**src/rws_pkg.sv**
```systemverilog
// Shared types and constants for the roulette wheel selector.
`default_nettype none

package rws_pkg;

	// Table geometry.
	localparam int MAX_POP  = 64;
	localparam int IDX_W    = $clog2(MAX_POP);
	localparam int CNT_W    = $clog2(MAX_POP + 1);
	localparam int FIT_W    = 16;
	localparam int DRAW_W   = 16;
	localparam int PREFIX_W = 22;
	localparam int TARGET_W = PREFIX_W + DRAW_W;
	localparam int POP_W    = 7;
	localparam int STAT_W   = 2;

	// Reset value of the population size register.
	localparam logic [POP_W-1:0] POP_RESET = POP_W'(64);

	// Request codes.
	localparam logic REQ_LOAD   = 1'b0;
	localparam logic REQ_SELECT = 1'b1;

	// Status codes.
	localparam logic [STAT_W-1:0] STAT_OK         = 2'd0;
	localparam logic [STAT_W-1:0] STAT_ZERO_TOTAL = 2'd1;
	localparam logic [STAT_W-1:0] STAT_NOT_LOADED = 2'd2;

	// Input item.
	typedef struct packed {
		logic              req_type;
		logic              first;
		logic [FIT_W-1:0]  fitness;
		logic [DRAW_W-1:0] random_draw;
	} in_item_t;

	// Result item.
	typedef struct packed {
		logic [IDX_W-1:0]  selected_index;
		logic [STAT_W-1:0] status;
	} out_item_t;

	// Token that walks down the chain of cells. In fetch mode acc picks up the
	// total; in search mode acc holds the scaled target.
	typedef struct packed {
		logic                valid;
		logic                search;
		logic                found;
		logic [IDX_W-1:0]    idx;
		logic [TARGET_W-1:0] acc;
	} tok_t;

endpackage

`default_nettype wire

```
**src/rws_cell.sv**
```systemverilog
// One cell of the selector chain: holds one cumulative sum and forwards the token.
`default_nettype none

module rws_cell import rws_pkg::*; (
	input  wire logic                clk,
	input  wire logic                arst_n,
	input  wire logic [IDX_W-1:0]    cell_idx,
	input  wire logic [IDX_W-1:0]    last_idx,
	input  wire logic                wr_en,
	input  wire logic [PREFIX_W-1:0] wr_data,
	input  wire tok_t                tok_in,
	output tok_t                     tok_out
);

	logic [PREFIX_W-1:0] prefix_q;
	logic [TARGET_W-1:0] scaled;
	tok_t                tok_nxt;
	tok_t                pay_q;
	logic                vld_q;

	// Stored cumulative sum, written when the top level appends this entry.
	always_ff @(posedge clk) begin
		if (wr_en) begin
			prefix_q <= wr_data;
		end
	end

	// Prefix times 65535, formed as a shift and a subtract.
	assign scaled = {prefix_q, DRAW_W'(0)} - TARGET_W'(prefix_q);

	// Fetch picks up the total at the last live entry; search marks the first hit.
	always_comb begin
		tok_nxt = tok_in;
		if (tok_in.search) begin
			if (!tok_in.found && (scaled >= tok_in.acc)) begin
				tok_nxt.found = 1'b1;
				tok_nxt.idx   = cell_idx;
			end
		end else if (cell_idx == last_idx) begin
			tok_nxt.acc = TARGET_W'(prefix_q);
		end
	end

	// Token valid bit.
	always_ff @(posedge clk or negedge arst_n) begin
		if (!arst_n) begin
			vld_q <= 1'b0;
		end else begin
			vld_q <= tok_in.valid;
		end
	end

	// Token payload.
	always_ff @(posedge clk) begin
		pay_q <= tok_nxt;
	end

	always_comb begin
		tok_out       = pay_q;
		tok_out.valid = vld_q;
	end

endmodule

`default_nettype wire

```
**config.mk**
```make
export PLATFORM = sky130hd
export DESIGN_NAME = rws_cell
export DESIGN_NICKNAME = d
export VERILOG_FILES = /design/src/rws_pkg.sv /design/src/rws_cell.sv
export SDC_FILE = /design/constraint.sdc
export NUM_CORES = 1
export LEC_CHECK = 0
export BUFFER_PORTS_ARGS = -buffer_cell sky130_fd_sc_hd__buf_2
export CAP_MARGIN = 10
export CELL_PAD_IN_SITES_DETAIL_PLACEMENT = 0
export CELL_PAD_IN_SITES_GLOBAL_PLACEMENT = 1
export CORE_ASPECT_RATIO = 1.5
export CORE_UTILIZATION = 41
export CTS_CLUSTER_DIAMETER = 80
export DETAILED_ROUTE_END_ITERATION = 6
export GPL_ROUTABILITY_DRIVEN = 0
export PLACE_DENSITY = 0.87
export SLEW_MARGIN = 10
export SYNTH_ARGS = -nofsm -noshare
export SYNTH_HDL_FRONTEND = slang
export SYNTH_SLANG_ARGS = --single-unit
```
**constraint.sdc**
```tcl
create_clock -name clk -period 8.6 [get_ports clk]
set_clock_uncertainty 0.15 [all_clocks]
set_input_delay 0 -clock clk [delete_from_list [all_inputs] [get_ports clk]]
set_output_delay 0 -clock clk [all_outputs]
set_load 0.1 [all_outputs]
```
* Word level (Yosys, flattened, before mapping)
Index checks and enable logic that the tools add are counted.
** Cells by class
- Multiplexer cells :: 4
- Equal/unequal tests :: 1
- Divide/modulo/power cells :: 0
- Shifts and indexed selects :: 0
- Bitwise operators :: 0
- Reduce and logical (&&, ||, !) cells :: 2
- $mul :: 0
- Order comparisons :: 1
- $add $sub $neg :: 1
** Operators by type and width (count)
- 38-bit 2-to-1 mux :: 2
- 38-bit >= comparator :: 1
- 38-bit by 22-bit subtractor with 38-bit output :: 1
- 7-bit 2-to-1 mux :: 2
- 6-bit equality test :: 1
- 1-bit logical AND :: 1
- 1-bit logical NOT :: 1
** Storage, ports and cells
- Input bits :: 84
- Memories kept :: 0
- Output and inout port bits :: 47
- Word-level logic and storage cells :: 15
- Latch bits :: 0
- Flip-flop bits (word level) :: 69
- Memory bits (read-only) :: 0
- Bits in writable memories :: 0

* Longest topological paths before layout
- Depth in word-level cells :: 5
- Gate-level depth with buffers :: 16

* Least setup slack after synthesis
Ideal clock, no wire load.
- Path kind :: reg-to-reg
- Start point :: reg prefix_q[17]
- End point :: reg pay_q (netlist bit tok_out[43])
- Setup time :: 0.139 ns
- Cell stages (with the launch flop) :: 16
- Required time :: 8.311 ns
- Path slack :: 4.678 ns
- Arrival :: 3.634 ns
- Clock period less this slack :: 3.922 ns
- Path through :: edfxtp_1 inv_1 ha_1 a21o_1 a21o_1 a2111oi_4 o21ai_1 nor4_1 xor2_1 ha_1 nand4_1 nor4_1 a221oi_1 a21o_1 a21boi_1 o22ai_1
** RTL lines
- from (decl) :: line rws_cell.sv:15 : logic [PREFIX_W-1:0] prefix_q;
- from (signal assigned) :: line rws_cell.sv:24 : prefix_q <= wr_data;
- to (signal assigned) :: line rws_cell.sv:55 : pay_q <= tok_nxt;
- to (decl) :: line rws_cell.sv:18 : tok_t pay_q;

==> impl_results.md <==
- Met2 usage: 42.8%
- CP Launch Type: register
- Top Usage Layer GRT: met2
- Vias in the first global route: 3935
- Total CTS buffers: 9
- Largest net degree at the start of global routing: 47
- Site row count: 44
- Setup TNS: 0 ps
- Pwr Density: 180 nW/um^2
- Tcrit/Tclk final: 59.4%
- CP Data Required Time: 8670 ps
- F_max: 196 MHz
- Core area: 9740 um^2
- Reg clk slew, reported paths: 60 ps
- H-tree Lvls: 3
- CP Class: reg -> reg
- Yosys warning count: 0
- Status: complete, but fails checks
- Static leakage: 2.73 nW
- Clk sinks: 69
- Initial DRC Count: 119
- Met1 usage in global routing: 22.1%
- Clock root buffer: clkbuf_16
- Min Tclk post-route: 5110 ps
- GRT Residual Overflow: 0
- Die W: 83.9 um
- Post-synth top flop: dfxtp_1
- DRC violations left: 28
- EDFF count, synth: 22
- Synth area leaders: dfxtp_1, edfxtp_1, ha_1
- RSZ-0062 raised after global routing: false
- Vias per inst: 5.11
- Diode count: 0
- Crit. End Element: register
- Hold Crit Class: in -> reg
- Critical Path AT: 5180 ps
- Worst r2r path cells: 16
- Post-synth ARST share: 1.45%
- Detail Route Antenna Nets: 0
- Synthesized area: 4130 um^2
- Pins Over Slew Limit: 0
- Initial Utilization: 42.4%
- Post-Syn Instances: 436
- CTS tree: yes
- Slew headroom: 50.5%
- Post-cts resize count: 0
- Buffers added on ports: 130
- Synth top area share: 22.3%
- Die area: 10500 um^2
- Power after layout: 0.00106 W
- Synth-to-layout area growth: 43.2%
- Routed len/inst: 15.0 um
- Pre-antenna DRT Iters: 6
- Hold Fails Final Rpt: 0
- Initial antenna violation count: 0
- Share of cells above drive strength 1: 26.1%
- Mean post-synth cell area: 9.47 um^2
- Cell taking the most area after synthesis: dfxtp_1
- Overall Global Routing Usage: 22.3%
- Synthesized net count: 565
- Least-Margin Pin Slew: 736 ps
- Violated checks: design-rule violations
- Maximum vdd ir drop: 0.000147 V
- Post-synthesis register bit count: 69
- GR Layer Usage met3: 4.71%
- Max-Cap Viols: 0
- DP HPWL: 8.26 mm
- Skew-Pair Late Insertion Delay: 340 ps
- Setup violations, final: 0
- Library cells used by synthesis: 53
- Die height: 125 um
- Final WL: 11.4 mm
- Max FO, Critical Path: 6
- Nets: 768
- IO Pins: 131
- Vias: 3876
- Longest Clk Path Bufs: 2
- Wire length of the first global-routing pass: 18.2 mm
- Hold depth: 1
- Seq/Total Area, Yosys: 38.9%
[area by class of cell]
cell class	count	area, um^2
fillers	859	3830
multi-input cells	303	2270
flip-flops and latches	69	1610
repair buffers	208	1430
clock buffers	11	233
inverters	48	180
well taps	115	144
clock inverters	5	51.3
[layout by cell type (no fill, tap or decap), drive strengths merged, types with 3 or more instances in the layout]
cell type,synthesis,layout
nor2,17,17
clkinv,0,3
and2,17,17
xnor2,23,23
o22ai,6,6
clkbuf,10,11
mux2,14,14
nor4,9,9
buf,6,131
dfxtp,46,46
nand2b,3,3
dlygate4sd3,0,77
nand3,7,7
nand2,35,35
ha,45,45
or3,4,4
o21a,5,5
o21ai,23,23
edfxtp,22,22
nand4,9,9
a21o,7,7
xor2,18,18
inv,48,48
a21oi,19,19
nor3,14,14
[stage by stage]
stage          util [%]  cell area [um^2]  instances  worst slack (ps)  hold slack [ps]
2_1_floorplan         -              4130        436              4680             -446
3_3_place_gp       49.8              4860        666              4380             -376
3_5_place_dp       49.8              4860        666              4190             -373
4_1_cts            60.7              5910        759              3630             51.6
5_1_grt            60.7              5910        759              3150             64.4
6_report           60.7              5910        759              3490             32.7
[final timing paths]
path	start	to	slack, ps
min in group asynchronous	arst_n	vld_q	340
max in group asynchronous	arst_n	vld_q	7860
setup / recovery	prefix_q[17]	tok_out[43]	3490
hold reg to reg	prefix_q[21]	tok_out[21]	470
setup reg to reg	prefix_q[17]	tok_out[43]	3490
hold / removal	wr_en	prefix_q[19]	30
[Yosys cell counts, types with 7 or more instances]
| cell | n |
|---|---|
| inv_1 | 48 |
| clkbuf_1 | 10 |
| edfxtp_1 | 22 |
| ha_1 | 45 |
| a21o_1 | 7 |
| dfxtp_1 | 46 |
| nand4_1 | 9 |
| mux2_2 | 14 |
| nand3_1 | 7 |
| o21ai_0 | 21 |
| a21oi_1 | 19 |
| nand2_1 | 35 |
| nor2_1 | 17 |
| and2_1 | 17 |
| xor2_1 | 18 |
| nor3_1 | 13 |
| xnor2_1 | 23 |
| nor4_1 | 9 |
[sequential cells by signal, indices dropped and copies added, names as in the netlist]
signal,cells
tok_out,46
vld_q,1
prefix_q,22
[report_power, final]
group	switching, W	total, W	internal (W)
Clock	0.000134	0.000357	0.000222
Sequential	0.0000179	0.000378	0.000360
Combinational	0.000213	0.000327	0.000115
[critical path, stage by stage (launching register included)]
cell and delay (ps):
edfxtp_1 440, inv_1 120, ha_1 290, a21o_1 200, a21o_1 250, a2111oi_4 390, o21ai_1 190, nor4_1 280
xor2_1 130, ha_1 320, nand4_1 150, nor4_1 500, a221oi_1 170, a21o_1 230, a21boi_1 400, o22ai_1 190
dlygate4sd3_1 600
[kinds of logic after synthesis]
group                      synth area share [%]
muxes                                      4.06
adders and majority gates                  13.6
AOI/OAI and AO/OA                          12.3
buffers and inverters                      6.18
xor gates and xnor gates                   8.70
and+or+nand+nor                            16.2
DFF                                        38.9
[timing repair]
item / in CTS / in global routing
hold buffers: 77 / 0
hold endpoints to repair: 70 / 0
buffers inserted: 0 / 0
setup endpoints to repair: 0 / 0
[per-layer routing]
metal  vias to the layer above  part of all wire (%)
met5                         -                     0
li1                       1922                     -
met3                        34                   4.6
met4                         0                   3.9
met1                      1783                    38
met2                       137                    54
Power figures use the tool's default switching activity.
